File: config.mk
export PLATFORM = sky130hd
export DESIGN_NAME = cwnf_queue
export DESIGN_NICKNAME = d
export VERILOG_FILES = /design/src/sv/cwnf_pkg.sv /design/src/sv/cwnf_queue.sv
export SDC_FILE = /design/constraint.sdc
export NUM_CORES = 1
export LEC_CHECK = 0
export ABC_AREA = 1
export BUFFER_PORTS_ARGS = -buffer_cell sky130_fd_sc_hd__buf_2
export CAP_MARGIN = 20
export CORE_ASPECT_RATIO = 2
export CORE_UTILIZATION = 30
export CTS_CLUSTER_SIZE = 12
export DETAILED_ROUTE_END_ITERATION = 8
export GPL_TIMING_DRIVEN = 0
export PLACE_DENSITY = 0.54
export SETUP_SLACK_MARGIN = 0.1
export SLEW_MARGIN = 0
export SYNTH_ARGS = -nofsm -noshare
export SYNTH_HDL_FRONTEND = slang
export SYNTH_SLANG_ARGS = --single-unit
File: constraint.sdc
create_clock -name clk -period 6.6 [get_ports clk]
set_input_delay 0.66 -clock clk [delete_from_list [all_inputs] [get_ports clk]]
set_output_delay 0.66 -clock clk [all_outputs]
set_load 0.03 [all_outputs]
File: src/sv/cwnf_pkg.sv
// Shared types, constants and state encodings of the circular window note filter.
package cwnf_pkg;
	localparam int TICK_BITS  = 24;
	localparam int TAG_BITS   = 16;
	localparam int PROBE_STEP = 24;
	localparam int MW         = TICK_BITS + 2;
	localparam int CNT_BITS   = $clog2(MW + 1);
	localparam int QDEPTH     = 2;
	localparam int QPTR_BITS  = 1;
	localparam int QCNT_BITS  = 2;

	// reciprocal of the probe step, exact for any MW-bit dividend
	localparam int PROBE_SHIFT = MW + $clog2(PROBE_STEP);
	localparam logic [MW:0] PROBE_RECIP = (MW+1)'(((64'd1 << PROBE_SHIFT) +
		64'(PROBE_STEP) - 64'd1) / 64'(PROBE_STEP));

	typedef logic [TICK_BITS-1:0] tick_t;
	typedef logic [MW-1:0]        wide_t;
	typedef logic [TAG_BITS-1:0]  tag_t;

	typedef enum logic [1:0] {
		CFG_LOOP   = 2'd0,
		CFG_WSTART = 2'd1,
		CFG_WLEN   = 2'd2
	} cfg_reg_t;

	typedef struct packed {
		tick_t loop_len;
		tick_t win_start;
		tick_t win_len;
	} cfg_t;

	typedef struct packed {
		tick_t ns;
		tick_t ne;
		tag_t  tag;
		tick_t s;
		tick_t e;
		tick_t a;
		logic  pass;
	} note_ent_t;

	typedef enum logic [1:0] {
		F_IDLE,
		F_MOD,
		F_PUSH
	} front_state_t;

	typedef enum logic [1:0] {
		B_IDLE,
		B_WIN,
		B_MOD,
		B_OUT
	} back_state_t;
endpackage

File: src/sv/cwnf_queue.sv
// Two-entry queue between the front end and the back end.
module cwnf_queue (
	input  logic                clk,
	input  logic                arst_n,
	input  logic                push,
	input  cwnf_pkg::note_ent_t push_ent,
	input  logic                pop,
	output cwnf_pkg::note_ent_t pop_ent,
	output logic                full,
	output logic                empty,
	output logic [cwnf_pkg::QCNT_BITS-1:0] count
);
	import cwnf_pkg::*;

	note_ent_t            mem_q [QDEPTH];
	logic [QPTR_BITS-1:0] wr_q, rd_q;
	logic [QCNT_BITS-1:0] cnt_q;

	// advance pointers and count
	always_ff @(posedge clk or negedge arst_n) begin
		if (!arst_n) begin
			wr_q  <= '0;
			rd_q  <= '0;
			cnt_q <= '0;
		end else begin
			if (push)
				wr_q <= wr_q + QPTR_BITS'(1);
			if (pop)
				rd_q <= rd_q + QPTR_BITS'(1);
			if (push && !pop)
				cnt_q <= cnt_q + QCNT_BITS'(1);
			else if (pop && !push)
				cnt_q <= cnt_q - QCNT_BITS'(1);
		end
	end

	always_ff @(posedge clk) begin
		if (push)
			mem_q[wr_q] <= push_ent;
	end

	assign pop_ent = mem_q[rd_q];
	assign full    = cnt_q == QCNT_BITS'(QDEPTH);
	assign empty   = cnt_q == '0;
	assign count   = cnt_q;
endmodule

== Word level (Yosys, flattened, before mapping) ==
Memories as Yosys holds them, arrays and structs flattened.
Cells that the tools add are included.

* Register bits after elaboration: 4
* Bits in writable memories: 274
* Input port bits: 141
* Output and inout port bits: 141
* Word-level logic and storage cells: 19
* Memories: 1

{| class="wikitable"
|+ Memories
! name !! depth !! width !! read ports !! clocked after Yosys merged registers in !! wr ports !! RTL line !! source
|-
| mem_q || 2 || 137 || 1 || 0 || 1 || cwnf_queue.sv:15 || <nowiki>note_ent_t mem_q [QDEPTH];</nowiki>
|}

* Add/sub/neg operators: 4
* Eq/ne operators: 1
* Muxes and demuxes: 4
* Reductions and logical operators: 6

{| class="wikitable"
|+ Operator list
! cell !! number
|-
| 2-bit 2-to-1 mux || 2
|-
| 1-bit adder (second input constant) || 2
|-
| 2-bit by 1-bit adder with 2-bit output (second input constant) || 1
|-
| 2-bit equality test (second input constant) || 1
|-
| 1-bit logical AND || 2
|-
| 1-bit logical NOT || 2
|-
| 2-bit logical NOT || 1
|-
| 1-bit 2-to-1 mux || 2
|-
| 2-bit nonzero test || 1
|-
| 2-bit by 1-bit subtractor with 2-bit output (second input constant) || 1
|}

== Depth between registers and ports, before layout ==
Gate-level depths: netlist (run 1).

* Depth after elaboration: 4
* Gate-level depth with buffers: 7
* Gate-level depth less buffers: 7

== Worst setup path after synthesis (run 1) ==
OpenSTA, ideal clock, no wires.

* Path type: input to register
* Start point: input push
* End point: memory mem_q[0][0] in the netlist's numbering, enable pin
* Library setup time: 0.639 ns
* Data arrival time: 6.429 ns
* Required time: 5.961 ns
* Path slack: -0.468 ns
* Stages: 2
* Path buffers: 0
* Cells stage by stage: inv_1 nor2_1

* Cells in the longest elaborated chain, start to end: 2

{| class="wikitable"
|+ RTL lines
! item !! RTL line !! source
|-
| start, declared || cwnf_queue.sv:5 || <nowiki>input logic push,</nowiki>
|-
| 1-bit 2-to-1 mux || cwnf_queue.sv:38 || <nowiki>if (push)</nowiki>
|-
| 1-bit 2-to-1 mux (implied by the code) || cwnf_queue.sv:39 || <nowiki>mem_q[wr_q] <= push_ent;</nowiki>
|-
| end, declared || cwnf_queue.sv:15 ||
|}

No other way between the ends.

==> results of run 1 <==
[power by group through the flow]
stage               Sequential [W]  Clock (W)  Combinational [W]
global placement           0.00252          0            0.00225
global route               0.00244    0.00148            0.00238
finish                     0.00241    0.00137            0.00225
CTS                        0.00242    0.00143            0.00231
floorplan                  0.00249          0            0.00159
detailed placement         0.00245          0            0.00231
[cell type report]
class | instances | area (um2) | area share (%)
tap | 432 | 541 | 4.16
multi-input combinational | 151 | 1630 | 12.5
antenna | 4 | 10.0 | 0.0770
inverter | 7 | 31.3 | 0.241
sequential | 278 | 8330 | 64.1
timing repair buffer | 288 | 1550 | 11.9
buffer | 15 | 163 | 1.25
clock inverter | 3 | 18.8 | 0.144
clock buffer | 41 | 728 | 5.60
[through the flow]
step | setup slack, ns | std cells | power [W] | TNS (ns)
2_1_floorplan | 1.92 | 451 | 0.00407 | 0
3_3_place_gp | -0.673 | 1164 | 0.00477 | -88.54
3_5_place_dp | 4.07 | 1170 | 0.00476 | 0
4_1_cts | 3.92 | 1215 | 0.00616 | 0
5_1_grt | 3.90 | 1219 | 0.00631 | 0
6_report | 4.00 | 1219 | 0.00604 | 0
[registers in the layout (all words and copies together) (netlist names)]
name / count
mem_q: 274
rd_q: 1
count: 2
wr_q: 1
[logic make-up (layout without fill, tap and decap cells)]
logic type / after synthesis / in the layout / synth area share (%)
flops: 278 / 278 / 82.1
simple gates: 10 / 10 / 0.407
fa+ha+maj: 1 / 1 / 0.123
other cells: 0 / 4 / 0
xor+xnor: 3 / 3 / 0.259
buf+inv: 22 / 354 / 1.86
mux: 137 / 137 / 15.2
[layer usage]
layer | GRT usage (%) | vias to the layer above | share of wire [%]
met3 | 3.18 | 47 | 6.2
li1 | - | 2413 | -
met1 | 10.9 | 2625 | 28
met5 | 0 | - | 0.15
met4 | 7.14 | 6 | 3.9
met2 | 27.2 | 183 | 61
[final timing paths]
check / from / endpoint
min reg2reg: wr_q$_DFFE_PN0P_ / wr_q$_DFFE_PN0P_
max in group asynchronous: arst_n / rd_q$_DFFE_PN0P_
max reg2reg: wr_q$_DFFE_PN0P_ / mem_q[0][37]$_DFFE_PP_
min: push_ent[94] / mem_q[0][94]$_DFFE_PP_
max: rd_q$_DFFE_PN0P_ / pop_ent[30]
min in group asynchronous: arst_n / count[1]$_DFFE_PN0P_
[layout by cell type (no fill, tap or decap)]
master,instances
xor2_1,2
nor2_1,2
edfxtp_1,274
buf_2,282
clkbuf_1,14
dlygate4sd3_1,1
clkinv_2,2
buf_16,2
buf_6,14
dfrtp_1,4
clkbuf_16,27
nand4_1,1
nand3_1,1
mux2_2,137
nor2_4,1
inv_1,6
xnor2_1,1
buf_12,4
inv_6,2
diode_2,4
nand2_1,5
ha_1,1
[critical path: stages (launching register included)]
cell,delay [ns]
dfrtp_1,0.39
buf_6,0.22
buf_6,0.19
mux2_2,0.39
buf_2,0.19
==> reports/metrics.yaml, run 1 <==
placement:
  hpwl_um: 16300
  globalplace.congestion: 0.737
  postPlaceCellArea_um2: 12200
  numPortBuffers: 281
global_route:
  grt_usage_pct: 13.1
  grt_max_degree: 74
  grt-ovfl-total: 0
  grt_pass1_wl_um: 33300
  antenna_found_initial: 7
  grt_pass1_vias: 5665
status:
  status: "complete, no violations"
logic_synthesis:
  yosys_warnings: 0
  synthTopCellsByCount: "edfxtp_1, mux2_2, buf_6"
  yosysSeqAreaShare_pct: 82.1
  netlist.area_leader.share_pct: 81.1
  synth_edf_count: 274
  syn_avg_cell_area_um2: 22.5
  ys_types: 13
  synth_most_common_cell: "edfxtp_1"
  ys_top_cells_by_area: "edfxtp_1, mux2_2, buf_6"
  synth-main-ff-cell: "edfxtp_1"
  synth_cells: 451
  synth_seq_cells: 278
  yosysTopAreaCell: "edfxtp_1"
  synth-async-reset-ratio_pct: 1.44
  syn_area_um2: 10100
  syn_nets: 593
route:
  drt_iter0_drc: 202
  drt_first_pass_iters: 4
  postRouteAntennaNets: 0
  drc: 0
  routedWlPerCell_um: 18.9
  vias: 5274
  wl_um: 23000
  routed_via_density: 4.33
power_and_ir_drop:
  peakVddDrop_v: 0.000237
  p_clk_share_pct: 22.7
  switching_power_w: 0.00216
  leakagePower_nw: 4.85
  p_int_w: 0.00388
  pwr-share-comb_pct: 37.3
  p_per_area_nw_per_um2: 464
  switching_share_pct: 35.7
  seq_power_share_pct: 40.0
cells_and_area:
  drive_gt1_share_pct: 60.2
  final_area_um2: 13000
  fin_nets: 910
  post-route-util_pct: 39.3
  fillers: 3139
  area_growth_pct: 28.2
timing:
  clock_skew_ns: 0.0110
  drv_slew: 0
  whs_ns: 0.298
  setup_viol: 0
  finalHoldViolCount: 0
  rsz0062_at_grt: "no"
  maxSlewHeadroom_pct: 48.2
  worstMarginPinSlew_ns: 0.775
  period_needed_ns: 2.60
  clock.fmax_mhz: 385
  fin_crit_sh_pct: 39.4
clock_tree:
  cts_inserted_buffers: 27
  cts_num_sinks: 278
  clk_pin_slew_ns: 0.07
  root_buffer: "clkbuf_16"
  clk_latency_ns: 0.54
  htree_levels: 1
  cts_tree: "built"
  hold_buffers: 1
  cts_setup_buffers: 0
  cts_resized: 0
  clockBufferDepth: 3
floorplanning:
  die_x_um: 132
  core_um2: 33000
  die-area_um2: 34600
  ios: 282
  num_rows: 94
  start_util_pct: 30.7
  fp.dieH_um: 262
worst_setup_path:
  required_ns: 5.94
  r2r_cells: 4
  reg2reg_slack_ns: 4.51
  path_max_fanout: 10
  end_kind: "output pin"
  cp-start-kind: "register"
  path_class: "register to output pin"
  worstPathArrival_ns: 1.94
worst_hold_path:
  min_path_type: "primary input to register"
  hold_depth: 1
flow_run:
  maxCapViolCount: 0
(Power assumes the default switching activity.)
==> run 2, diff against run 1 <==
==> constraint.sdc (replaced) <==
create_clock -name clk -period 2.3 [get_ports clk]
set_input_delay 0.23 -clock clk [delete_from_list [all_inputs] [get_ports clk]]
set_output_delay 0.23 -clock clk [all_outputs]
set_load 0.03 [all_outputs]
==> reports/metrics.yaml, run 2 (same netlist as run 1, synthesis figures left out) <==
status:
  status: "complete, no violations"
worst_setup_path:
  cpMostUsedCell: "buf_12"
  path_class: "primary input to register"
  required_ns: 2.54  # -3.40 ns
  r2r_cells: 4  # unchanged
  reg2reg_slack_ns: 0.24  # -4.27 ns
  cp-start-kind: "primary input"
  reg2reg_from: "wr_q$_DFFE_PN0P_"
  end_kind: "register"
  path_max_fanout: 27  # +17
  crit_slowest_cell: "nor2_4"
  critPathBufInv: 6  # +3
  crit_chain: "dlygate4sd3_1, buf_2, inv_1, nor2_4, buf_12, buf_16, buf_12"
  r2r_end: "mem_q[0][76]$_DFFE_PP_"
  worstPathArrival_ns: 2.33  # +0.39 ns
  path_delay_family: "buffers and inverters"
  max_stage_delay_ns: 0.62  # +0.23 ns
timing:
  rsz0062_at_grt: "yes"
  clock.fmax_mhz: 479
  setup_viol: 0  # unchanged
  maxSlewHeadroom_pct: 47.8  # -0.42 points
  drv_slew: 0  # unchanged
  fin_crit_sh_pct: 90.8
  finalHoldViolCount: 0  # unchanged
  worstMarginPinSlew_ns: 0.781  # +0.00633 ns
  clock_skew_ns: 0.0133  # +0.00234 ns
  period_needed_ns: 2.09
  whs_ns: 0.412  # +0.115 ns
cells_and_area:
  fillers: 2960  # -5.7%
  fin_nets: 1052  # +16%
  multi_input_area_um2: 1630  # +0.15%
  drive_gt1_share_pct: 51.5  # -8.7 points
  area_growth_pct: 42.2
  largest_reg_flops: 274  # unchanged
  regMostFlops: "mem_q"
  final_cell_mix: "buf_2, edfxtp_1, dlygate4sd3_1"
  ff_latch_area_um2: 8330  # about the same
  final_common_cell: "buf_2"
  fin_cells: 1352  # +11%
global_route:
  grt-ovfl-total: 0  # unchanged
  met2_usage_pct: 27.9  # +0.63 points
  grt_pass1_vias: 6345  # +12%
  grt_usage_pct: 13.1  # -0.027 points
  antenna_found_initial: 3  # -4
  grt_pass1_wl_um: 34100  # +2.2%
  grt_busiest_layer: "met2"
  grt_max_degree: 39  # -47%
  grtUsageMet3_pct: 2.24  # -0.95 points
  globalRouteMet1Util_pct: 10.8  # -0.093 points
clock_tree:
  cts_setup_buffers: 0  # unchanged
  clk_latency_ns: 0.54  # about the same
  clockBufferDepth: 3  # unchanged
  cts_num_sinks: 278  # unchanged
  clk_pin_slew_ns: 0.06  # about the same
  cts_tree: "built"
  cts_inserted_buffers: 27  # unchanged
  htree_levels: 1  # unchanged
  root_buffer: "clkbuf_16"
worst_hold_path:
  hold_end: "mem_q[0][3]$_DFFE_PP_"
  min_path_type: "primary input to register"
  min_from: "push_ent[3]"
  hold_depth: 2  # +1
placement:
  hpwl_um: 16200  # -0.26%
  place_inst: 1172  # +0.17%
  globalplace.congestion: 0.731  # -0.83%
  numPortBuffers: 281  # unchanged
power_and_ir_drop:
  p_int_w: 0.0113  # +190%
  switching_power_w: 0.00621  # +190%
  peakVddDrop_v: 0.000802  # +240%
  seq_power_share_pct: 39.6  # -0.4 points
  leakagePower_nw: 5.43  # +12%
  p_clk_share_pct: 21.9  # -0.8 points
  p_per_area_nw_per_um2: 1210  # +160%
  switching_share_pct: 35.5  # -0.23 points
  pwr-share-comb_pct: 38.5  # +1.2 points
floorplanning:
  start_util_pct: 30.7  # unchanged
  core_um2: 33000  # unchanged
  ios: 282  # unchanged
  die-area_um2: 34600  # unchanged
  die_x_um: 132  # unchanged
  fp.dieH_um: 262  # unchanged
  num_rows: 94  # unchanged
route:
  vias: 5802  # +10%
  wl_um: 23300  # +1.3%
  routedWlPerCell_um: 17.2  # -8.7%
  routed_via_density: 4.29  # -0.81%
  drt_iter0_drc: 192  # -5.0%
  drt_first_pass_iters: 4  # unchanged
  drc: 0  # unchanged
  postRouteAntennaNets: 0  # unchanged
flow_run:
  maxCapViolCount: 0  # unchanged
-- run 2: cell count changes in the layout (fill, tap and decap cells not counted), moves of 2 or more --
| cell | before | now |
|---|---|---|
| inv_6 | 2 | 0 |
| clkbuf_1 | 14 | 8 |
| dlygate4sd3_1 | 1 | 141 |
| buf_12 | 4 | 7 |
| clkinv_2 | 2 | 0 |
-- run 2: how the worst max path moves through the flow --
stage,to,cells after the start,startpoint,slack (ns)
after floorplan,mem_q[1][0]$_DFFE_PP_,2,wr_q$_DFFE_PN0P_,-0.61
after global placement,mem_q[1][80]$_DFFE_PP_,2,wr_q$_DFFE_PN0P_,-2.11
after detailed placement,mem_q[0][78]$_DFFE_PP_,6,push,0.14
after CTS,pop_ent[21],4,rd_q$_DFFE_PN0P_,0.13
after global routing,mem_q[0][80]$_DFFE_PP_,4,wr_q$_DFFE_PN0P_,0.1
final,mem_q[0][76]$_DFFE_PP_,7,push,0.21
-- run 2: cell type report --
| type | count | area share (%) |
|---|---|---|
| Antenna cell | 3 | 0.0521 |
| Buffer | 15 | 1.19 |
| Clock buffer | 35 | 4.90 |
| Clock inverter | 1 | 0.0260 |
| Inverter | 7 | 0.208 |
| Multi-Input combinational cell | 151 | 11.3 |
| Sequential cell | 278 | 57.8 |
| Tap cell | 432 | 3.75 |
| Timing Repair Buffer | 430 | 20.8 |
-- run 2: timing repair --
item | CTS | global route
gates resized for setup | 2 | 1
endpoints found under the hold margin | 280 | 0
endpoints found under the setup margin | 99 | 20
hold buffers | 141 | 0
gates cloned | 0 | 0
-- run 2: per-layer routing --
metal  routed length [um]  vias up
met5                    0        -
met4                 1140        0
met2                14100      182
li1                     -     2696
met3                 1060       61
met1                 7010     2863
-- run 2: power groups by stage --
stage          Sequential, W  Combinational (W)  Clock [W]
5_1_grt              0.00701            0.00712    0.00415
3_5_place_dp         0.00704            0.00666          0
3_3_place_gp         0.00714            0.00645          0
4_1_cts              0.00693            0.00689    0.00399
2_1_floorplan        0.00708            0.00455          0
6_report             0.00693            0.00674    0.00383
-- run 2: through the flow --
| step | TNS, ns | worst slack, ns | util (%) | total power [W] | area [um2] |
|---|---|---|---|---|---|
| finish | 0 | 0.211 | 43.6 | 0.0175 | 14400 |
| global route | 0 | 0.0959 | 43.6 | 0.0183 | 14400 |
| CTS | 0 | 0.127 | 43.6 | 0.0178 | 14400 |
| detailed placement | 0 | 0.142 | 37.1 | 0.0137 | 12300 |
| global placement | -549.77 | -2.11 | 36.6 | 0.0136 | 12100 |
| floorplan | -162.50 | -0.612 | - | 0.0116 | 10200 |
==> run 3, diff against run 2 <==
--- a/config.mk
+++ b/config.mk
@@ -13,7 +13,6 @@
 export CTS_CLUSTER_SIZE = 12
 export DETAILED_ROUTE_END_ITERATION = 8
 export GPL_TIMING_DRIVEN = 0
-export PLACE_DENSITY = 0.54
 export SETUP_SLACK_MARGIN = 0.1
 export SLEW_MARGIN = 0
 export SYNTH_ARGS = -nofsm -noshare
==> reports/metrics.yaml, run 3 (same netlist as run 1, synthesis figures left out) <==
power_and_ir_drop:
  leakagePower_nw: 5.44  # about the same
  p_per_area_nw_per_um2: 1210  # -0.40%
  switching_power_w: 0.00613  # -1.2%
  pwr-share-comb_pct: 38.4  # about the same
  seq_power_share_pct: 39.7  # about the same
  p_int_w: 0.0113  # about the same
  peakVddDrop_v: 0.000848  # +5.8%
  switching_share_pct: 35.2  # -0.30 points
  p_clk_share_pct: 21.9  # about the same
global_route:
  grt_usage_pct: 12.7  # -0.34 points
  grt_pass1_wl_um: 33400  # -1.9%
  antenna_found_initial: 4  # +1
  grt_pass1_vias: 6373  # +0.44%
  grt-ovfl-total: 0  # unchanged
  grt_max_degree: 38  # -2.6%
worst_setup_path:
  reg2reg_from: "wr_q$_DFFE_PN0P_"
  path_class: "register to output pin"
  max_stage_delay_ns: 0.40  # -0.22 ns
  crit_slowest_cell: "dfrtp_1"
  crit_chain: "buf_8, buf_6, mux2_2, buf_2"
  end_kind: "output pin"
  cp-startpoint: "rd_q$_DFFE_PN0P_"
  required_ns: 2.07  # -0.47 ns
  worstPathArrival_ns: 1.85  # -0.48 ns
  cp-start-kind: "register"
  path_max_fanout: 10  # -63%
flow_run:
  maxCapViolCount: 0  # unchanged
floorplanning:
  num_rows: 94  # unchanged
  core_um2: 33000  # unchanged
  die-area_um2: 34600  # unchanged
  fp.dieH_um: 262  # unchanged
  die_x_um: 132  # unchanged
  ios: 282  # unchanged
  start_util_pct: 30.7  # unchanged
placement:
  place_inst: 1172  # unchanged
  post-place-ws_ns: -0.00370  # -0.146 ns
  hpwl_um: 15500  # -4.5%
  globalplace.congestion: 0.723  # -1.1%
  numPortBuffers: 281  # unchanged
timing:
  worst_slack_ns: 0.215  # +0.00398 ns
  clock_skew_ns: 0.00762  # -0.00570 ns
  setup_viol: 0  # unchanged
  clock.fmax_mhz: 480  # +0.19%
  fin_crit_sh_pct: 90.6  # -0.17 points
  period_needed_ns: 2.08  # -0.00398 ns
  rsz0062_at_grt: "no"
  worstMarginPinSlew_ns: 0.884  # +0.103 ns
  finalHoldViolCount: 0  # unchanged
  drv_slew: 0  # unchanged
  maxSlewHeadroom_pct: 40.7  # -7.1 points
clock_tree:
  cts_tree: "built"
  cts_inserted_buffers: 27  # unchanged
  clk_pin_slew_ns: 0.06  # about the same
  root_buffer: "clkbuf_16"
  cts_setup_buffers: 0  # unchanged
  clk_latency_ns: 0.53  # about the same
  clockBufferDepth: 3  # unchanged
  htree_levels: 1  # unchanged
  cts_num_sinks: 278  # unchanged
cells_and_area:
  fin_cells: 1356  # +0.30%
  drive_gt1_share_pct: 51.3  # -0.17 points
  regMostFlops: "mem_q"
  area_growth_pct: 42.2  # about the same
  fillers: 2867  # -3.1%
  final_cell_mix: "buf_2, edfxtp_1, dlygate4sd3_1"
  fin_nets: 1052  # unchanged
  final_common_cell: "buf_2"
  largest_reg_flops: 274  # unchanged
route:
  postRouteAntennaNets: 0  # unchanged
  wl_um: 22400  # -4.0%
  routed_via_density: 4.26  # -0.62%
  drc: 0  # unchanged
  vias: 5783  # -0.33%
  drt_iter0_drc: 164  # -15%
  drt_first_pass_iters: 4  # unchanged
  routedWlPerCell_um: 16.5  # -4.3%
status:
  status: "complete, no violations"
worst_hold_path:
  min_path_type: "primary input to asynchronous set/reset pin"
==> run 3: changes by cell type in the layout (fill, tap and decap cells not counted), sizes merged <==
cell / delta
diode: -1
dlygate4sd3: -1
clkinvlp: +1
clkbuf: +2
clkinv: +3
==> run 3: per-layer routing <==
metal,routed length (um),global-route usage [%],vias up
met2,13300,26.2,180
met3,1120,2.58,48
met1,7070,11.3,2855
li1,-,-,2696
met5,23,0,-
met4,813,6.46,4
==> run 3: layout make-up <==
cell class	count	area (um2)	share of cell area, %
Clock inverter	4	16.3	0.113
Buffer	15	170	1.18
Timing Repair inverter	1	5.00	0.0347
Timing Repair Buffer	429	2980	20.6
Clock buffer	37	713	4.95
Inverter	7	30.0	0.208
Multi-Input combinational cell	151	1630	11.3
Antenna cell	2	5.00	0.0347
Sequential cell	278	8330	57.8
Tap cell	432	541	3.75
==> run 3: metrics by stage <==
step	util, %	area [um2]	setup TNS (ns)	total power, W	hold WS [ns]
3_3_place_gp	36.6	12100	-523.77	0.0135	0.0429
3_5_place_dp	37.1	12300	-0.0722	0.0136	0.0430
6_report	43.6	14400	0	0.0174	0.0361
2_1_floorplan	-	10200	-162.50	0.0116	-0.0656
5_1_grt	43.6	14400	0	0.0182	0.0165
4_1_cts	43.6	14400	0	0.0177	0.0152
==> run 3: power groups by stage <==
stage	sequential, W	combinational [W]	clock (W)
CTS	0.00693	0.00683	0.00397
global route	0.00701	0.00707	0.00415
finish	0.00692	0.00670	0.00381
detailed placement	0.00704	0.00660	0
global placement	0.00713	0.00638	0
floorplan	0.00708	0.00455	0
==> run 3: path summary, 6_finish.rpt <==
kind / end / slack, ns / depth (start not counted)
worst max register to register: mem_q[1][73]$_DFFE_PP_ / 0.34 / 4
worst max-delay path: pop_ent[50] / 0.22 / 4
worst min-delay path: count[1]$_DFFE_PN0P_ / 0.04 / 2
worst min register to register: count[1]$_DFFE_PN0P_ / 0.56 / 2
max in group asynchronous: wr_q$_DFFE_PN0P_ / 2.14 / 2
min in group clk: mem_q[1][84]$_DFFE_PP_ / 0.42 / 2
==> run 3: repair_timing <==
item                       CTS  global route
setup endpoints to repair   32            10
resized for setup            0             2
hold buffers               140             0
hold endpoints to repair   280             0
cloned                       1             0
==> run 3: worst max-delay path: cells and delay by family (launching register included) <==
kind / cells / cell delay (ns)
buffers and inverters: 3 / 0.56
flip-flops: 1 / 0.40
multiplexers: 1 / 0.35
