--- config.mk ---
export PLATFORM = sky130hd
export DESIGN_NAME = cwnf_front
export DESIGN_NICKNAME = d
export VERILOG_FILES = /design/src/sv/cwnf_pkg.sv /design/src/sv/cwnf_mod.sv /design/src/sv/cwnf_front.sv
export SDC_FILE = /design/constraint.sdc
export NUM_CORES = 1
export LEC_CHECK = 0
export BUFFER_PORTS_ARGS = -buffer_cell sky130_fd_sc_hd__buf_2
export CORE_MARGIN = 2
export CORE_UTILIZATION = 44
export CTS_CLUSTER_DIAMETER = 60
export DETAILED_ROUTE_END_ITERATION = 10
export HOLD_SLACK_MARGIN = 0.15
export MAX_ROUTING_LAYER = met4
export PLACE_DENSITY = 0.68
export SLEW_MARGIN = 25
export SYNTH_ARGS = -nofsm -noshare
export SYNTH_HDL_FRONTEND = slang
export SYNTH_HIERARCHICAL = 1
export SYNTH_SLANG_ARGS = --single-unit
--- constraint.sdc ---
create_clock -name clk -period 16.42 [get_ports clk]
set_input_delay 1.642 -clock clk [delete_from_list [all_inputs] [get_ports clk]]
set_output_delay 1.642 -clock clk [all_outputs]
set_load 0.1 [all_outputs]
--- src/sv/cwnf_pkg.sv ---
// Shared types, constants and state encodings of the circular window note filter.
package cwnf_pkg;
	localparam int TICK_BITS  = 24;
	localparam int TAG_BITS   = 16;
	localparam int PROBE_STEP = 24;
	localparam int MW         = TICK_BITS + 2;
	localparam int CNT_BITS   = $clog2(MW + 1);
	localparam int QDEPTH     = 2;
	localparam int QPTR_BITS  = 1;
	localparam int QCNT_BITS  = 2;

	// reciprocal of the probe step, exact for any MW-bit dividend
	localparam int PROBE_SHIFT = MW + $clog2(PROBE_STEP);
	localparam logic [MW:0] PROBE_RECIP = (MW+1)'(((64'd1 << PROBE_SHIFT) +
		64'(PROBE_STEP) - 64'd1) / 64'(PROBE_STEP));

	typedef logic [TICK_BITS-1:0] tick_t;
	typedef logic [MW-1:0]        wide_t;
	typedef logic [TAG_BITS-1:0]  tag_t;

	typedef enum logic [1:0] {
		CFG_LOOP   = 2'd0,
		CFG_WSTART = 2'd1,
		CFG_WLEN   = 2'd2
	} cfg_reg_t;

	typedef struct packed {
		tick_t loop_len;
		tick_t win_start;
		tick_t win_len;
	} cfg_t;

	typedef struct packed {
		tick_t ns;
		tick_t ne;
		tag_t  tag;
		tick_t s;
		tick_t e;
		tick_t a;
		logic  pass;
	} note_ent_t;

	typedef enum logic [1:0] {
		F_IDLE,
		F_MOD,
		F_PUSH
	} front_state_t;

	typedef enum logic [1:0] {
		B_IDLE,
		B_WIN,
		B_MOD,
		B_OUT
	} back_state_t;
endpackage

--- src/sv/cwnf_mod.sv ---
// Bit-serial restoring remainder unit, one dividend bit per cycle.
module cwnf_mod (
	input  logic          clk,
	input  logic          arst_n,
	input  logic          start,
	input  cwnf_pkg::wide_t num,
	input  cwnf_pkg::wide_t den,
	output logic          done,
	output cwnf_pkg::wide_t rem
);
	import cwnf_pkg::*;

	wide_t               num_q, den_q, rem_q;
	logic [CNT_BITS-1:0] cnt_q;
	logic                done_q;
	logic [MW:0]         trial;
	logic [MW:0]         diff;

	// form the next partial remainder
	always_comb begin
		trial = {rem_q, num_q[MW-1]};
		diff  = trial - {1'b0, den_q};
	end

	// control: bit counter and done pulse
	always_ff @(posedge clk or negedge arst_n) begin
		if (!arst_n) begin
			cnt_q  <= '0;
			done_q <= 1'b0;
		end else begin
			done_q <= (cnt_q == CNT_BITS'(1));
			if (start)
				cnt_q <= CNT_BITS'(MW);
			else if (cnt_q != '0)
				cnt_q <= cnt_q - CNT_BITS'(1);
		end
	end

	// datapath: shift dividend, subtract where it fits
	always_ff @(posedge clk) begin
		if (start) begin
			num_q <= num;
			den_q <= den;
			rem_q <= '0;
		end else if (cnt_q != '0) begin
			num_q <= {num_q[MW-2:0], 1'b0};
			if (trial >= {1'b0, den_q})
				rem_q <= diff[MW-1:0];
			else
				rem_q <= trial[MW-1:0];
		end
	end

	assign done = done_q;
	assign rem  = rem_q;
endmodule

--- src/sv/cwnf_front.sv ---
// Front end: accept notes, classify them and reduce ticks modulo the loop length.
module cwnf_front (
	input  logic                clk,
	input  logic                arst_n,
	input  cwnf_pkg::cfg_t      cfg,
	input  logic                in_valid,
	output logic                in_stall,
	input  cwnf_pkg::tick_t     note_start,
	input  cwnf_pkg::tick_t     note_end,
	input  cwnf_pkg::tag_t      note_tag,
	output logic                push,
	output cwnf_pkg::note_ent_t push_ent,
	input  logic                q_full
);
	import cwnf_pkg::*;

	front_state_t state_q, state_d;
	logic [1:0]   idx_q;
	note_ent_t    ent_q;
	logic         accept, drop_all, pass_all;
	logic         mod_start, mod_done;
	wide_t        mod_num, mod_rem;

	assign accept   = in_valid && !in_stall;
	assign drop_all = (cfg.loop_len == '0) || (cfg.win_len == '0);
	assign pass_all = cfg.win_len >= cfg.loop_len;

	// next state
	always_comb begin
		state_d = state_q;
		case (state_q)
			F_IDLE: begin
				if (accept && !drop_all)
					state_d = pass_all ? F_PUSH : F_MOD;
			end
			F_MOD: begin
				if (mod_done && idx_q == 2'd2)
					state_d = F_PUSH;
			end
			F_PUSH: begin
				if (!q_full)
					state_d = F_IDLE;
			end
			default: state_d = F_IDLE;
		endcase
	end

	// outputs
	always_comb begin
		in_stall  = 1'b1;
		push      = 1'b0;
		mod_start = 1'b0;
		mod_num   = {2'b00, ent_q.ns};
		case (state_q)
			F_IDLE: begin
				in_stall  = 1'b0;
				mod_start = accept && !drop_all && !pass_all;
				mod_num   = {2'b00, note_start};
			end
			F_MOD: begin
				mod_start = mod_done && idx_q != 2'd2;
				mod_num   = (idx_q == 2'd0) ? {2'b00, ent_q.ne} : {2'b00, cfg.win_start};
			end
			F_PUSH: push = !q_full;
			default: ;
		endcase
	end

	always_ff @(posedge clk or negedge arst_n) begin
		if (!arst_n) begin
			state_q <= F_IDLE;
			idx_q   <= 2'd0;
		end else begin
			state_q <= state_d;
			if (accept)
				idx_q <= 2'd0;
			else if (state_q == F_MOD && mod_done)
				idx_q <= idx_q + 2'd1;
		end
	end

	// hold the request and store reduced ticks
	always_ff @(posedge clk) begin
		if (accept) begin
			ent_q.ns   <= note_start;
			ent_q.ne   <= note_end;
			ent_q.tag  <= note_tag;
			ent_q.pass <= pass_all;
		end else if (state_q == F_MOD && mod_done) begin
			case (idx_q)
				2'd0:    ent_q.s <= mod_rem[TICK_BITS-1:0];
				2'd1:    ent_q.e <= mod_rem[TICK_BITS-1:0];
				default: ent_q.a <= mod_rem[TICK_BITS-1:0];
			endcase
		end
	end

	cwnf_mod u_mod (
		.clk    (clk),
		.arst_n (arst_n),
		.start  (mod_start),
		.num    (mod_num),
		.den    ({2'b00, cfg.loop_len}),
		.done   (mod_done),
		.rem    (mod_rem)
	);

	assign push_ent = ent_q;
endmodule

Yosys cells after proc, flatten, opt, wreduce, memory -nomap -nowiden:

Index checks and enable logic that the tools add are counted.

* add/subtract/negate cells: 3
* $lt $le $gt $ge: 2
* eq/ne operators: 9
* muxes and demuxes: 17
* bitwise gates (word level): 2
* reduce and logical (&&, ||, !) cells: 22

Operator list (count)
* $mux W26: 3
* $logic_not A24 Y1: 2
* $pmux W24 S2: 1
* $ge A27 B24 Y1: 1
* $sub A26 B24 Y26: 1
* $ge A24 B24 Y1: 1
* $mux W24: 1
* $mux W2: 6
* $reduce_and A3 Y1: 4
* $mux W5: 2
* $logic_and A1 B1 Y1: 6
* $ne A2 B2 Y1 const B: 3
* $pmux W2 S3: 1
* $eq A5 B1 Y1 const B: 1
* $reduce_bool A5 Y1: 1
* $sub A5 B1 Y5 const B: 1
* $eq A2 B1 Y1 const B: 2
* $eq A2 B2 Y1 const B: 2
* $logic_not A2 Y1: 2
* $reduce_bool A2 Y1: 2
* $logic_not A1 Y1: 3
* $add A2 B1 Y2 const B: 1
* $mux W1: 2
* $ne A2 B1 Y1 const B: 1
* other kinds (4): 5

* flip-flop bits (word level): 223
* input bits: 140
* output and inout bits: 139
* logic and storage cells: 69

Logic depth before layout (Yosys ltp):

Gate-level depths: netlist (run 1).

* depth in word-level cells: 7
* gate-level depth with buffers: 13

By module:

Netlist (run 1), hierarchy kept.

By module, submodules not included
* cwnf_front: instances 1, cells each 405, area an instance 5859.4 sq um, sequential area each 4214.0 sq um
* cwnf_mod: instances 1, cells each 461, area an instance 4779.6 sq um, sequential area each 2232.1 sq um

Least setup slack after synthesis (run 1):

No wires, ideal clock.

* path type: in2reg
* start: input in_valid
* end: register u_mod.num_q[0] (enable)
* library setup time: 0.383 ns
* data arrival time: 7.032 ns
* required time: 16.037 ns
* setup slack: 9.005 ns
* cell stages on the path: 7
* path buffers: 1
* cells stage by stage: inv_1 -> nor2_1 -> o211ai_1 -> o22ai_2 -> clkbuf_1 -> inv_1 -> nand2_1

* word-level cells in the longest chain between the ends: 5

RTL lines
* start, declared: line cwnf_front.sv:6 `input logic in_valid,`
* $logic_and A1 B1 Y1: line cwnf_front.sv:24 `assign accept = in_valid && !in_stall;`
* via accept: line cwnf_front.sv:20 `logic accept, drop_all, pass_all;`
* $logic_and A1 B1 Y1 (2 in a row): line cwnf_front.sv:57 `mod_start = accept && !drop_all && !pass_all;`
* $pmux W1 S2: line cwnf_front.sv:54 `case (state_q)`
* via mod_start: line cwnf_front.sv:21 `logic mod_start, mod_done;`
* $reduce_bool A2 Y1 (no source line)
* end signal, assigned: line cwnf_mod.sv:42 `num_q <= num;`
* end signal, assigned: line cwnf_mod.sv:46 `num_q <= {num_q[MW-2:0], 1'b0};`
* end, declared: line cwnf_mod.sv:13 `wide_t num_q, den_q, rem_q;`

The timed path passes the listed nets, and every way through them passes these cells.
A chain may end at the register's enable or synchronous reset.

Worst setup path in the final report (run 1):

* start: input in_valid
* end: register u_mod.num_q[4] (enable)

The elaborated chain is that of the path after synthesis.

==> metrics.txt, run 1 <==
# TYPE chip_impl_metric gauge
chip_impl_info{name="status",value="complete, no violations"} 1
chip_impl_info{name="cts_tree",value="yes"} 1
chip_impl_metric{name="pwr-share-seq",unit="%"} 35.5
chip_impl_info{name="r2r-start",value="state_q[0]$_DFFE_PN0P_"} 1
chip_impl_metric{name="synth_cell_type_count",unit=""} 67
chip_impl_metric{name="viasPerCell",unit=""} 5.130
chip_impl_metric{name="io_pins",unit=""} 279
chip_impl_metric{name="synth_seq_cells",unit=""} 225
chip_impl_metric{name="fin_tns_setup",unit="ns"} 0
chip_impl_metric{name="chipHeight",unit="µm"} 159.5
chip_impl_metric{name="ys_seq_area_share",unit="%"} 60.59
chip_impl_info{name="synth.most_common_cell",value="sky130_fd_sc_hd__edfxtp_1"} 1
chip_impl_metric{name="tightestPinTransition",unit="ns"} 1.037
chip_impl_metric{name="p_sw_share",unit="%"} 38.64
chip_impl_metric{name="worst_slew_margin_rel",unit="%"} 30.84
chip_impl_metric{name="grt_use_met2",unit="%"} 32.53
chip_impl_metric{name="nets",unit=""} 1347
chip_impl_metric{name="number_of_cells_produced_by_synthesis",unit=""} 866
chip_impl_metric{name="clk_latency_worst_skew_pair",unit="ns"} 0.52
chip_impl_metric{name="utilization",unit="%"} 56.17
chip_impl_metric{name="route.antenna.remaining_nets",unit=""} 0
chip_impl_metric{name="synthArstFlopShare",unit="%"} 4.444
chip_impl_info{name="rsz0062_at_grt",value="false"} 1
chip_impl_metric{name="detailed_routing_iteration_count_for_the_pre_antenna_repair_pass",unit=""} 5
chip_impl_metric{name="max_cap_viol_count",unit=""} 0
chip_impl_metric{name="net-switching-power",unit="µW"} 952.1
chip_impl_metric{name="numClockSinks",unit=""} 225
chip_impl_info{name="critPathCaptureType",value="register"} 1
chip_impl_metric{name="use_met3",unit="%"} 3.334
chip_impl_metric{name="proportion_of_layout_cells_with_a_drive_suffix_above_1",unit="%"} 31.91
chip_impl_metric{name="peakVddDrop",unit="µV"} 108.2
chip_impl_metric{name="total_power_divided_by_cell_area",unit="mW/mm²"} 185.8
chip_impl_info{name="crit_chain",value="buf_2, inv_1, nor2_4, buf_4, o211ai_1, o22ai_4, buf_4, inv_1, nand2_2"} 1
chip_impl_metric{name="power.share.combinational",unit="%"} 40.5
chip_impl_metric{name="post_synth.cell_area_avg",unit="µm²"} 12.29
chip_impl_info{name="clockRootBuffer",value="sky130_fd_sc_hd__clkbuf_16"} 1
chip_impl_info{name="start_kind",value="input pin"} 1
chip_impl_info{name="hold-path-endpoint",value="u_mod/cnt_q[4]$_DFFE_PN0P_"} 1
chip_impl_metric{name="syn_to_final_growth",unit="%"} 24.66
chip_impl_metric{name="detail_route.wl_per_cell",unit="µm"} 16.64
chip_impl_metric{name="yosys_warnings",unit=""} 6
chip_impl_metric{name="hold_path_depth",unit=""} 1
chip_impl_metric{name="wirelength",unit="µm"} 24770
chip_impl_metric{name="gp_congestion",unit=""} 0.8734
chip_impl_info{name="path_delay_family",value="buffers and inverters"} 1
chip_impl_metric{name="worst_setup_hold_path_clk_slew",unit="ns"} 0.06
chip_impl_metric{name="number_of_global_route_vias_before_repair",unit=""} 7556
chip_impl_metric{name="internal_power_consumption",unit="µW"} 1512
chip_impl_metric{name="start_util",unit="%"} 45.06
chip_impl_metric{name="period_needed",unit="ns"} 4.627
chip_impl_metric{name="clockBufferDepth",unit=""} 3
chip_impl_metric{name="cts_resized",unit=""} 0
chip_impl_metric{name="power.clock.fraction",unit="%"} 24.0
chip_impl_metric{name="synthDominantCellAreaShare",unit="%"} 53.35
chip_impl_metric{name="power.leakage",unit="µW"} 0.005678
chip_impl_metric{name="drc_errors",unit=""} 0
chip_impl_metric{name="r2r_slack",unit="ns"} 11.98
chip_impl_metric{name="reg2regPathDepth",unit=""} 9
chip_impl_info{name="postSynth.topFlopCell",value="sky130_fd_sc_hd__edfxtp_1"} 1
chip_impl_metric{name="critical_path.n_buffers_inverters",unit=""} 5
chip_impl_metric{name="die_area",unit="mm²"} 0.02544
chip_impl_metric{name="detailedPlacementHpwl",unit="µm"} 17830
chip_impl_metric{name="tritoncts.num_buffers",unit=""} 26
chip_impl_info{name="holdCritStartpoint",value="u_mod/cnt_q[4]$_DFFE_PN0P_"} 1
chip_impl_metric{name="grt_util_met1",unit="%"} 25.35
chip_impl_info{name="top_usage_layer",value="met2"} 1
chip_impl_metric{name="core_region_area",unit="mm²"} 0.02361
chip_impl_info{name="critPathKind",value="input pin to register"} 1
chip_impl_metric{name="finalHoldViolCount",unit=""} 0
chip_impl_info{name="netlist.top_cell.by_area",value="sky130_fd_sc_hd__edfxtp_1"} 1
chip_impl_metric{name="wire_length_of_the_first_global_routing_pass",unit="µm"} 39460
chip_impl_metric{name="critical_path_peak_fanout",unit=""} 83
chip_impl_metric{name="layout.cells.non_filler",unit=""} 1489
chip_impl_metric{name="timing.final.crit_share",unit="%"} 28.18
chip_impl_metric{name="dp.cells",unit=""} 1441
chip_impl_metric{name="cts_hold_buffers",unit=""} 0
chip_impl_metric{name="synth_enable_flop_cells",unit=""} 189
chip_impl_metric{name="worst_clk_skew",unit="ns"} 0.01713
chip_impl_info{name="startpoint",value="in_valid"} 1
chip_impl_metric{name="fmax",unit="MHz"} 216.1
chip_impl_metric{name="filler_cell_count",unit=""} 2028
chip_impl_metric{name="initial_antenna_violation_count",unit=""} 1
chip_impl_metric{name="core.rowCount",unit=""} 56
chip_impl_metric{name="gr-total-overflow",unit=""} 0
chip_impl_metric{name="buffer_ports.inserted",unit=""} 278
chip_impl_metric{name="grt_start_max_net_pins",unit=""} 84
chip_impl_info{name="worst_reg2reg_path_endpoint",value="u_mod/num_q[4]$_DFFE_PP_"} 1
chip_impl_metric{name="globalRouteTotalUtil",unit="%"} 19.75
chip_impl_metric{name="syn_area",unit="mm²"} 0.01064
chip_impl_metric{name="critical_path_arrival",unit="ns"} 4.78
chip_impl_metric{name="h_tree_lvl_count",unit=""} 1
chip_impl_metric{name="finalSetupViolations",unit=""} 0
chip_impl_metric{name="cp_slowest_stage_delay",unit="ns"} 0.75
chip_impl_info{name="min-delay-path-class",value="register to register"} 1
chip_impl_info{name="synth_commonest_cells",value="189 x sky130_fd_sc_hd__edfxtp_1, 80 x sky130_fd_sc_hd__nand2_1, 71 x sky130_fd_sc_hd__o21ai_0"} 1
chip_impl_metric{name="post-cts-setup-buffers",unit=""} 0
chip_impl_metric{name="cp.required",unit="ns"} 16.57
chip_impl_info{name="cp_slowest_cell",value="sky130_fd_sc_hd__buf_4"} 1
chip_impl_metric{name="timing.final.max_slew_violations",unit=""} 0
chip_impl_info{name="synth.top_cells.by_area",value="sky130_fd_sc_hd__edfxtp_1 53%, sky130_fd_sc_hd__ha_1 6.6%, sky130_fd_sc_hd__dfxtp_1 4.9%"} 1
chip_impl_metric{name="final.hold.worst_slack",unit="ns"} 0.5052
chip_impl_metric{name="vias",unit=""} 7638
chip_impl_metric{name="floorplan.die.width",unit="µm"} 159.5
chip_impl_metric{name="drt_first_iter_violations",unit=""} 442
[power groups by stage]
stage | logic (µW) | registers [µW] | clock network, µW
floorplan | 631 | 1050 | 0
global placement | 981 | 881 | 0
detailed placement | 993 | 886 | 0
CTS | 1000 | 877 | 604
global route | 1090 | 892 | 627
finish | 998 | 874 | 592
[worst register-to-register path: stages, from the launching register on]
cell and delay (ns):
sky130_fd_sc_hd__dfrtp_2 0.38, sky130_fd_sc_hd__buf_4 0.27, sky130_fd_sc_hd__or2_2 0.44, sky130_fd_sc_hd__nor2_4 0.09
sky130_fd_sc_hd__buf_4 0.66, sky130_fd_sc_hd__o211ai_1 0.39, sky130_fd_sc_hd__o22ai_4 0.24, sky130_fd_sc_hd__buf_4 0.75
sky130_fd_sc_hd__inv_1 0.31, sky130_fd_sc_hd__nand2_2 0.52
[final cells by class]
| class | instances | area, µm² | area share (%) |
|---|---|---|---|
| well taps | 319 | 399.1 | 3.009 |
| clock buffers | 37 | 723.2 | 5.453 |
| repair buffers | 287 | 1459 | 11.00 |
| clock inverters | 10 | 166.4 | 1.255 |
| inverters | 61 | 229.0 | 1.726 |
| diodes | 1 | 2.502 | 0.01887 |
| flip-flops and latches | 225 | 6447 | 48.61 |
| multi-input cells | 549 | 3836 | 28.92 |
[layout by cell type (no fill, tap or decap), types with 3 or more instances in the layout]
master                      synthesis  final
sky130_fd_sc_hd__mux2i_1           33     33
sky130_fd_sc_hd__xnor2_1           12     12
sky130_fd_sc_hd__conb_1             1      4
sky130_fd_sc_hd__and3_1             3      3
sky130_fd_sc_hd__bufinv_16          0      4
sky130_fd_sc_hd__nand2b_1           4      4
sky130_fd_sc_hd__inv_1             60     60
sky130_fd_sc_hd__o21a_1             7      7
sky130_fd_sc_hd__a21o_1             9      9
sky130_fd_sc_hd__nand4_1            8      8
sky130_fd_sc_hd__nor2_1            53     52
sky130_fd_sc_hd__nand3_1            8      8
sky130_fd_sc_hd__o21bai_1           5      5
sky130_fd_sc_hd__clkbuf_1          23      9
sky130_fd_sc_hd__a211oi_2           4      4
sky130_fd_sc_hd__edfxtp_1         189    189
sky130_fd_sc_hd__a211oi_1          20     20
sky130_fd_sc_hd__clkbuf_16          0     27
sky130_fd_sc_hd__a21oi_1           43     43
sky130_fd_sc_hd__o21ai_0           71     71
sky130_fd_sc_hd__nor2b_1            5      5
sky130_fd_sc_hd__dfxtp_1           26     26
sky130_fd_sc_hd__o211a_1            3      3
sky130_fd_sc_hd__and2_1             4      4
sky130_fd_sc_hd__nand2_1           80     78
sky130_fd_sc_hd__buf_2              4    278
sky130_fd_sc_hd__mux2_2            26     26
sky130_fd_sc_hd__nor3_1            17     16
sky130_fd_sc_hd__a31oi_1            5      5
sky130_fd_sc_hd__nor4_1            14     14
sky130_fd_sc_hd__nor3_2             2      3
sky130_fd_sc_hd__ha_1              56     56
sky130_fd_sc_hd__o31ai_1            3      3
sky130_fd_sc_hd__dfrtp_1           10      9
sky130_fd_sc_hd__o21ai_1            4      4
sky130_fd_sc_hd__buf_4              2      9
sky130_fd_sc_hd__xor2_1             8      8
[routing by layer]
layer | vias up | routed length (µm)
met5 | - | 0
met4 | 0 | 530
met3 | 41 | 1383
met2 | 237 | 11960
met1 | 3597 | 10900
li1 | 3763 | -
[stage by stage]
stage,power [µW],worst slack (ns),cell area [µm²]
after CTS,2482,11.51,13260
after floorplan,1685,9.005,10650
after global placement,1862,11.06,12360
final,2464,11.79,13260
after detailed placement,1880,10.99,12370
after global routing,2614,11.55,13260
[cell families (layout without fill, tap and decap cells)]
family                   Yosys count  in the layout  synth area share [%]
adder cells (fa/ha/maj)           57             57                 6.774
AND/OR/NAND/NOR                  213            213                 9.362
buffers and inverters             95            395                 3.751
XOR/XNOR                          20             20                 1.646
multiplexers                      59             59                 5.857
flip-flops                       225            225                 60.59
other                              1              5               0.03525
AO/OA/AOI/OAI                    196            196                 11.98
[flip-flops by register name, summed over array words and instances (netlist names)]
signal,count
push_ent,137
u_mod/den_q,26
u_mod/num_q,26
u_mod/rem,26
u_mod/cnt_q,5
idx_q,2
state_q,2
u_mod/done,1
[worst max-delay path by stage]
stage / to / slack, ns / depth (start not counted)
floorplan: u_mod/num_q[0]$_SDFFCE_PN0P_ / 9.01 / 7
global placement: u_mod/num_q[6]$_DFFE_PP_ / 11.06 / 11
detailed placement: u_mod/num_q[10]$_DFFE_PP_ / 10.99 / 11
CTS: u_mod/num_q[11]$_DFFE_PP_ / 11.51 / 11
global route: u_mod/num_q[13]$_DFFE_PP_ / 11.55 / 9
finish: u_mod/num_q[4]$_DFFE_PP_ / 11.79 / 9
Power figures use the tool's default switching activity.
==> run 2: changes to the inputs <==
==> constraint.sdc (replaced) <==
create_clock -name clk -period 4.3 [get_ports clk]
set_input_delay 0.43 -clock clk [delete_from_list [all_inputs] [get_ports clk]]
set_output_delay 0.43 -clock clk [all_outputs]
set_load 0.1 [all_outputs]
==> metrics.txt, run 2 (synthesis gave the netlist of run 1 again) <==
# TYPE chip_impl_metric gauge
chip_impl_metric{name="critical_path_peak_fanout",unit=""} 31
chip_impl_metric{name="tightestPinTransition",unit="ns"} 0.8769
chip_impl_metric{name="finalSetupViolations",unit=""} 0
chip_impl_metric{name="detailedPlacementHpwl",unit="µm"} 18220
chip_impl_info{name="rsz0062_at_grt",value="false"} 1
chip_impl_metric{name="gr-total-overflow",unit=""} 0
chip_impl_metric{name="wire_length_of_the_first_global_routing_pass",unit="µm"} 41700
chip_impl_metric{name="cp.required",unit="ns"} 4.48
chip_impl_metric{name="r2r_slack",unit="ns"} 1.39
chip_impl_info{name="min-delay-path-class",value="input pin to register"} 1
chip_impl_metric{name="worst_setup_hold_path_clk_slew",unit="ns"} 0.06
chip_impl_metric{name="globalRouteTotalUtil",unit="%"} 21.05
chip_impl_metric{name="worst_clk_skew",unit="ns"} 0.01414
chip_impl_info{name="clockRootBuffer",value="sky130_fd_sc_hd__clkbuf_16"} 1
chip_impl_metric{name="viasPerCell",unit=""} 5.135
chip_impl_metric{name="numClockSinks",unit=""} 225
chip_impl_info{name="critPathKind",value="input pin to register"} 1
chip_impl_metric{name="tritoncts.num_buffers",unit=""} 25
chip_impl_metric{name="filler_cell_count",unit=""} 1911
chip_impl_metric{name="timing.final.max_slew_violations",unit=""} 0
chip_impl_info{name="cts_tree",value="yes"} 1
chip_impl_info{name="hold-path-endpoint",value="u_mod/den_q[9]$_DFFE_PP_"} 1
chip_impl_metric{name="period_needed",unit="ns"} 3.147
chip_impl_metric{name="chipHeight",unit="µm"} 159.5
chip_impl_metric{name="peakVddDrop",unit="µV"} 416.7
chip_impl_metric{name="initial_antenna_violation_count",unit=""} 0
chip_impl_metric{name="reg2regPathDepth",unit=""} 11
chip_impl_metric{name="post-cts-setup-buffers",unit=""} 0
chip_impl_info{name="r2r-start",value="u_mod/den_q[0]$_DFFE_PP_"} 1
chip_impl_metric{name="finalHoldViolCount",unit=""} 0
chip_impl_info{name="critPathCaptureType",value="register"} 1
chip_impl_metric{name="cts_resized",unit=""} 0
chip_impl_metric{name="clockBufferDepth",unit=""} 3
chip_impl_metric{name="wirelength",unit="µm"} 26560
chip_impl_metric{name="cp_slowest_stage_delay",unit="ns"} 0.53
chip_impl_metric{name="number_of_global_route_vias_before_repair",unit=""} 8047
chip_impl_info{name="cp_slowest_cell",value="sky130_fd_sc_hd__dlygate4sd3_1"} 1
chip_impl_metric{name="core.rowCount",unit=""} 56
chip_impl_metric{name="power.leakage",unit="µW"} 0.005965
chip_impl_metric{name="num_antenna_cells",unit=""} 0
chip_impl_metric{name="fmax",unit="MHz"} 317.8
chip_impl_metric{name="worst_slew_margin_rel",unit="%"} 41.54
chip_impl_metric{name="max_cap_viol_count",unit=""} 0
chip_impl_metric{name="floorplan.die.width",unit="µm"} 159.5
chip_impl_metric{name="clk_latency_worst_skew_pair",unit="ns"} 0.52
chip_impl_metric{name="nets",unit=""} 1428
chip_impl_metric{name="largest_register_ff_count",unit=""} 137
chip_impl_metric{name="drc_errors",unit=""} 0
chip_impl_info{name="mostFrequentLayoutCell",value="sky130_fd_sc_hd__buf_2"} 1
chip_impl_metric{name="gp_congestion",unit=""} 0.9077
chip_impl_info{name="status",value="complete, no violations"} 1
chip_impl_metric{name="layout.cells.non_filler",unit=""} 1568
chip_impl_metric{name="grt_start_max_net_pins",unit=""} 66
chip_impl_metric{name="core_region_area",unit="mm²"} 0.02361
chip_impl_metric{name="detail_route.wl_per_cell",unit="µm"} 16.94
chip_impl_info{name="start_kind",value="input pin"} 1
chip_impl_metric{name="fin_tns_setup",unit="ns"} 0
chip_impl_metric{name="vias",unit=""} 8052
chip_impl_metric{name="hold_path_depth",unit=""} 1
chip_impl_metric{name="route.antenna.remaining_nets",unit=""} 0
chip_impl_info{name="layout_common_cells",value="278 x sky130_fd_sc_hd__buf_2, 189 x sky130_fd_sc_hd__edfxtp_1, 81 x sky130_fd_sc_hd__dlygate4sd3_1"} 1
chip_impl_info{name="worst_reg2reg_path_endpoint",value="u_mod/rem[24]$_SDFFE_PP0P_"} 1
chip_impl_metric{name="h_tree_lvl_count",unit=""} 1
chip_impl_metric{name="buffer_ports.inserted",unit=""} 278
chip_impl_metric{name="critical_path_arrival",unit="ns"} 3.32
chip_impl_metric{name="io_pins",unit=""} 279
chip_impl_metric{name="die_area",unit="mm²"} 0.02544
chip_impl_metric{name="detailed_routing_iteration_count_for_the_pre_antenna_repair_pass",unit=""} 5
chip_impl_info{name="path_delay_family",value="buffers and inverters"} 1
chip_impl_metric{name="start_util",unit="%"} 45.06
chip_impl_metric{name="proportion_of_layout_cells_with_a_drive_suffix_above_1",unit="%"} 29.54
chip_impl_metric{name="cts_hold_buffers",unit=""} 81
chip_impl_metric{name="syn_to_final_growth",unit="%"} 31.34
chip_impl_info{name="holdCritStartpoint",value="cfg[57]"} 1
chip_impl_metric{name="timing.final.crit_share",unit="%"} 73.18
chip_impl_metric{name="drt_first_iter_violations",unit=""} 450
chip_impl_info{name="crit_chain",value="dlygate4sd3_1, buf_2, ha_1, nand2b_4, a2111oi_4, o311a_1, o211a_1, inv_2, o22ai_4, buf_4, inv_1, nand2_4"} 1
chip_impl_metric{name="critical_path.n_buffers_inverters",unit=""} 5
chip_impl_metric{name="dp.cells",unit=""} 1442
chip_impl_metric{name="total_power_divided_by_cell_area",unit="mW/mm²"} 662.7
-- run 2: cell types whose count changed in the layout (fill, tap and decap cells not counted), sizes merged --
| cell | before | now |
|---|---|---|
| clkbuf | 37 | 35 |
| buf | 287 | 288 |
| bufinv | 4 | 2 |
| clkinv | 2 | 3 |
| clkinvlp | 1 | 2 |
| dlygate4sd3 | 0 | 81 |
| diode | 1 | 0 |
-- run 2: through the flow --
| stage | area, µm² | total power (µW) | util (%) | hold WS (ns) | setup slack (ns) |
|---|---|---|---|---|---|
| finish | 13970 | 9261 | 59.18 | 0.1699 | 1.153 |
| global route | 13970 | 9823 | 59.18 | 0.1565 | 1.018 |
| CTS | 13970 | 9314 | 59.18 | 0.1526 | 1.163 |
| detailed placement | 12380 | 7194 | 52.44 | 0.3121 | 1.159 |
| global placement | 12370 | 7114 | 52.41 | 0.3178 | 1.112 |
| floorplan | 10670 | 6435 | - | 0.1344 | 0.01885 |
-- run 2: per-layer routing --
metal | up-vias | global-route usage, % | wire (µm)
met5 | - | - | 0
met4 | 0 | 7.727 | 938
met3 | 71 | 3.673 | 1602
met2 | 290 | 34.24 | 12750
met1 | 3765 | 26.49 | 11280
li1 | 3926 | - | -
-- run 2: worst max-delay path by stage --
stage	slack [ns]	depth (start not counted)	end	from
after detailed placement	1.16	12	u_mod/num_q[9]$_DFFE_PP_	cfg[0]
after global placement	1.11	11	u_mod/rem[24]$_SDFFE_PP0P_	u_mod/den_q[1]$_DFFE_PP_
after global routing	1.02	12	u_mod/num_q[12]$_DFFE_PP_	cfg[48]
after CTS	1.16	12	u_mod/num_q[16]$_DFFE_PP_	cfg[48]
after floorplan	0.02	8	u_mod/num_q[0]$_SDFFCE_PN0P_	state_q[1]$_DFFE_PN0P_
final	1.15	12	u_mod/num_q[19]$_DFFE_PP_	cfg[48]
-- run 2: cell type report --
type | instances | area, µm² | area share (%)
inverter | 61 | 229.0 | 1.639
sequential | 225 | 6447 | 46.14
clock inverter | 10 | 116.4 | 0.8327
tap | 319 | 399.1 | 2.856
timing repair buffer | 369 | 2277 | 16.30
multi-input combinational | 549 | 3841 | 27.49
clock buffer | 35 | 663.1 | 4.746
-- run 2: where the power goes --
part	switching [µW]	internal, µW
registers	319	3020
logic	2500	1390
clock network	832	1200
total	3650	5610
==> run 3: changes to the inputs <==
--- a/config.mk
+++ b/config.mk
@@ -12,7 +12,7 @@
 export DETAILED_ROUTE_END_ITERATION = 10
 export HOLD_SLACK_MARGIN = 0.15
 export MAX_ROUTING_LAYER = met4
-export PLACE_DENSITY = 0.68
+export PLACE_DENSITY = 0.71
 export SLEW_MARGIN = 25
 export SYNTH_ARGS = -nofsm -noshare
 export SYNTH_HDL_FRONTEND = slang
==> constraint.sdc (replaced) <==
create_clock -name clk -period 2.87 [get_ports clk]
set_input_delay 0.287 -clock clk [delete_from_list [all_inputs] [get_ports clk]]
set_output_delay 0.287 -clock clk [all_outputs]
set_load 0.1 [all_outputs]
==> metrics.txt, run 3 (synthesis gave the netlist of run 1 again) <==
# TYPE chip_impl_metric gauge
chip_impl_metric{name="final_critical_path_setup_slack",unit="ns"} 0.07882
chip_impl_metric{name="timing.final.crit_share",unit="%"} 97.25
chip_impl_info{name="start_kind",value="input pin"} 1
chip_impl_metric{name="p_sw_share",unit="%"} 38.95
chip_impl_metric{name="pwr-share-seq",unit="%"} 33.1
chip_impl_metric{name="vias",unit=""} 8301
chip_impl_metric{name="detailedPlacementHpwl",unit="µm"} 19190
chip_impl_metric{name="globalRouteTotalUtil",unit="%"} 22.67
chip_impl_metric{name="r2r_slack",unit="ns"} 0.13
chip_impl_metric{name="power.share.combinational",unit="%"} 43.6
chip_impl_metric{name="drc_errors",unit=""} 0
chip_impl_metric{name="gp_congestion",unit=""} 0.8912
chip_impl_metric{name="detail_route.wl_per_cell",unit="µm"} 18.02
chip_impl_metric{name="tritoncts.num_buffers",unit=""} 26
chip_impl_metric{name="critical_path_arrival",unit="ns"} 3.08
chip_impl_metric{name="tightestPinTransition",unit="ns"} 0.8707
chip_impl_metric{name="total_power_divided_by_cell_area",unit="mW/mm²"} 1021
chip_impl_metric{name="clk_latency_worst_skew_pair",unit="ns"} 0.54
chip_impl_metric{name="grt_start_max_net_pins",unit=""} 66
chip_impl_metric{name="internal_power_consumption",unit="µW"} 9119
chip_impl_metric{name="power.clock.fraction",unit="%"} 23.2
chip_impl_metric{name="wirelength",unit="µm"} 29020
chip_impl_info{name="cts_tree",value="yes"} 1
chip_impl_metric{name="net-switching-power",unit="µW"} 5817
chip_impl_metric{name="number_of_global_route_vias_before_repair",unit=""} 8455
chip_impl_metric{name="proportion_of_layout_cells_with_a_drive_suffix_above_1",unit="%"} 32.97
chip_impl_info{name="status",value="complete, no violations"} 1
chip_impl_metric{name="gr-total-overflow",unit=""} 0
chip_impl_metric{name="initial_antenna_violation_count",unit=""} 2
chip_impl_metric{name="h_tree_lvl_count",unit=""} 1
chip_impl_metric{name="wire_length_of_the_first_global_routing_pass",unit="µm"} 44880
chip_impl_metric{name="die_area",unit="mm²"} 0.02544
chip_impl_metric{name="worst_slew_margin_rel",unit="%"} 41.95
chip_impl_metric{name="peakVddDrop",unit="µV"} 630.5
chip_impl_metric{name="dp_worst_setup_slack",unit="ns"} 0.06232
chip_impl_metric{name="route.antenna.remaining_nets",unit=""} 0
chip_impl_info{name="rsz0062_at_grt",value="true"} 1
chip_impl_metric{name="drt_first_iter_violations",unit=""} 530
chip_impl_metric{name="floorplan.die.width",unit="µm"} 159.5
chip_impl_metric{name="final.hold.worst_slack",unit="ns"} 0.1570
chip_impl_metric{name="core.rowCount",unit=""} 56
chip_impl_metric{name="clockBufferDepth",unit=""} 3
chip_impl_info{name="mostFrequentLayoutCell",value="sky130_fd_sc_hd__buf_2"} 1
chip_impl_info{name="min-delay-path-class",value="input pin to async pin"} 1
chip_impl_metric{name="start_util",unit="%"} 45.06
chip_impl_metric{name="chipHeight",unit="µm"} 159.5
chip_impl_info{name="critPathCaptureType",value="register"} 1
chip_impl_metric{name="io_pins",unit=""} 279
chip_impl_metric{name="fmax",unit="MHz"} 358.3
chip_impl_metric{name="power.leakage",unit="µW"} 0.006255
chip_impl_info{name="layout_common_cells",value="277 x sky130_fd_sc_hd__buf_2, 189 x sky130_fd_sc_hd__edfxtp_1, 89 x sky130_fd_sc_hd__dlygate4sd3_1"} 1
chip_impl_metric{name="worst_clk_skew",unit="ns"} 0.02460
chip_impl_metric{name="finalHoldViolCount",unit=""} 0
chip_impl_metric{name="buffer_ports.inserted",unit=""} 278
chip_impl_metric{name="detailed_routing_iteration_count_for_the_pre_antenna_repair_pass",unit=""} 5
chip_impl_metric{name="critical_path_peak_fanout",unit=""} 23
chip_impl_metric{name="cp.required",unit="ns"} 3.16
chip_impl_metric{name="largest_register_ff_count",unit=""} 137
chip_impl_metric{name="viasPerCell",unit=""} 5.156
chip_impl_metric{name="worst_setup_hold_path_clk_slew",unit="ns"} 0.06
chip_impl_metric{name="nets",unit=""} 1466
chip_impl_metric{name="finalSetupViolations",unit=""} 0
chip_impl_metric{name="max_cap_viol_count",unit=""} 0
chip_impl_metric{name="period_needed",unit="ns"} 2.791
chip_impl_info{name="critPathKind",value="input pin to register"} 1
chip_impl_metric{name="timing.final.max_slew_violations",unit=""} 0
chip_impl_metric{name="numClockSinks",unit=""} 225
chip_impl_metric{name="syn_to_final_growth",unit="%"} 37.57
chip_impl_metric{name="core_region_area",unit="mm²"} 0.02361
chip_impl_info{name="clockRootBuffer",value="sky130_fd_sc_hd__clkbuf_16"} 1
chip_impl_metric{name="utilization",unit="%"} 61.99
## run 3: cell count changes in the layout (fill, tap and decap cells not counted), moves of 6 or more
| cell | change |
|---|---|
| sky130_fd_sc_hd__buf_4 | +25 |
| sky130_fd_sc_hd__clkbuf_1 | -6 |
| sky130_fd_sc_hd__ha_1 | -10 |
| sky130_fd_sc_hd__mux2_2 | -9 |
| sky130_fd_sc_hd__mux2_4 | +9 |
| sky130_fd_sc_hd__dlygate4sd3_1 | +8 |
## run 3: worst paths after layout
path | startpoint | end | depth (start not counted)
worst max register to register | u_mod/rem[22]$_SDFFE_PP0P_ | u_mod/rem[8]$_SDFFE_PP0P_ | 11
max in group asynchronous | arst_n | state_q[0]$_DFFE_PN0P_ | 2
min in group clk | in_valid | idx_q[0]$_DFFE_PN0P_ | 3
worst min register to register | u_mod/cnt_q[4]$_DFFE_PN0P_ | u_mod/cnt_q[4]$_DFFE_PN0P_ | 1
worst max-delay path | cfg[49] | u_mod/num_q[5]$_DFFE_PP_ | 11
worst min-delay path | arst_n | u_mod/cnt_q[3]$_DFFE_PN0P_ | 2
## run 3: cell type report
type | instances | area, µm²
Fill cell | 1854 | 8976
Clock inverter | 16 | 239.0
Sequential cell | 225 | 6447
Clock buffer | 32 | 693.2
Inverter | 61 | 229.0
Timing Repair Buffer | 406 | 2633
Tap cell | 319 | 399.1
Antenna cell | 2 | 5.005
Multi-Input combinational cell | 549 | 3991
## run 3: metal layers
| layer | part of all wire [%] | wire, µm | GRT usage (%) | up-vias |
|---|---|---|---|---|
| li1 | - | - | - | 4006 |
| met1 | 41 | 11820 | 27.01 | 3892 |
| met2 | 49 | 14310 | 38.19 | 341 |
| met3 | 6.9 | 1990 | 4.845 | 62 |
| met4 | 3.1 | 896 | 7.893 | 0 |
| met5 | 0 | 0 | - | - |
## run 3: what timing repair did
action / in CTS / in global routing
resized for setup: 0 / 20
endpoints found under the hold margin: 98 / 0
buffers inserted: 0 / 6
setup endpoints to repair: 0 / 50
hold buffers: 89 / 0
## run 3: power by group through the flow
stage                     registers, µW  clock network, µW  logic (µW)
after global routing               5030               3660        7070
after detailed placement           4980                  0        6140
after floorplan                    6020                  0        3730
after CTS                          4930               3530        6260
after global placement             4970                  0        6050
final                              4950               3470        6520
## run 3: worst max-delay path, cell delays in order
cell                            delay [ns]
sky130_fd_sc_hd__dlygate4sd3_1        0.58
sky130_fd_sc_hd__clkbuf_4             0.20
sky130_fd_sc_hd__inv_1                0.07
sky130_fd_sc_hd__ha_1                 0.32
sky130_fd_sc_hd__a2111oi_4            0.31
sky130_fd_sc_hd__o311a_1              0.20
sky130_fd_sc_hd__o211a_1              0.19
sky130_fd_sc_hd__inv_2                0.07
sky130_fd_sc_hd__o22ai_4              0.25
sky130_fd_sc_hd__buf_12               0.22
sky130_fd_sc_hd__mux2_2               0.36
## run 3: stage by stage
step / area (µm²) / power, µW / cells / setup TNS (ns)
2_1_floorplan: 10780 / 9745 / 869 / -90.04
6_report: 14640 / 14940 / 1610 / 0
3_5_place_dp: 12640 / 11120 / 1464 / 0
3_3_place_gp: 12640 / 11020 / 1464 / 0
5_1_grt: 14640 / 15760 / 1610 / -0.1283
4_1_cts: 14460 / 14720 / 1601 / 0
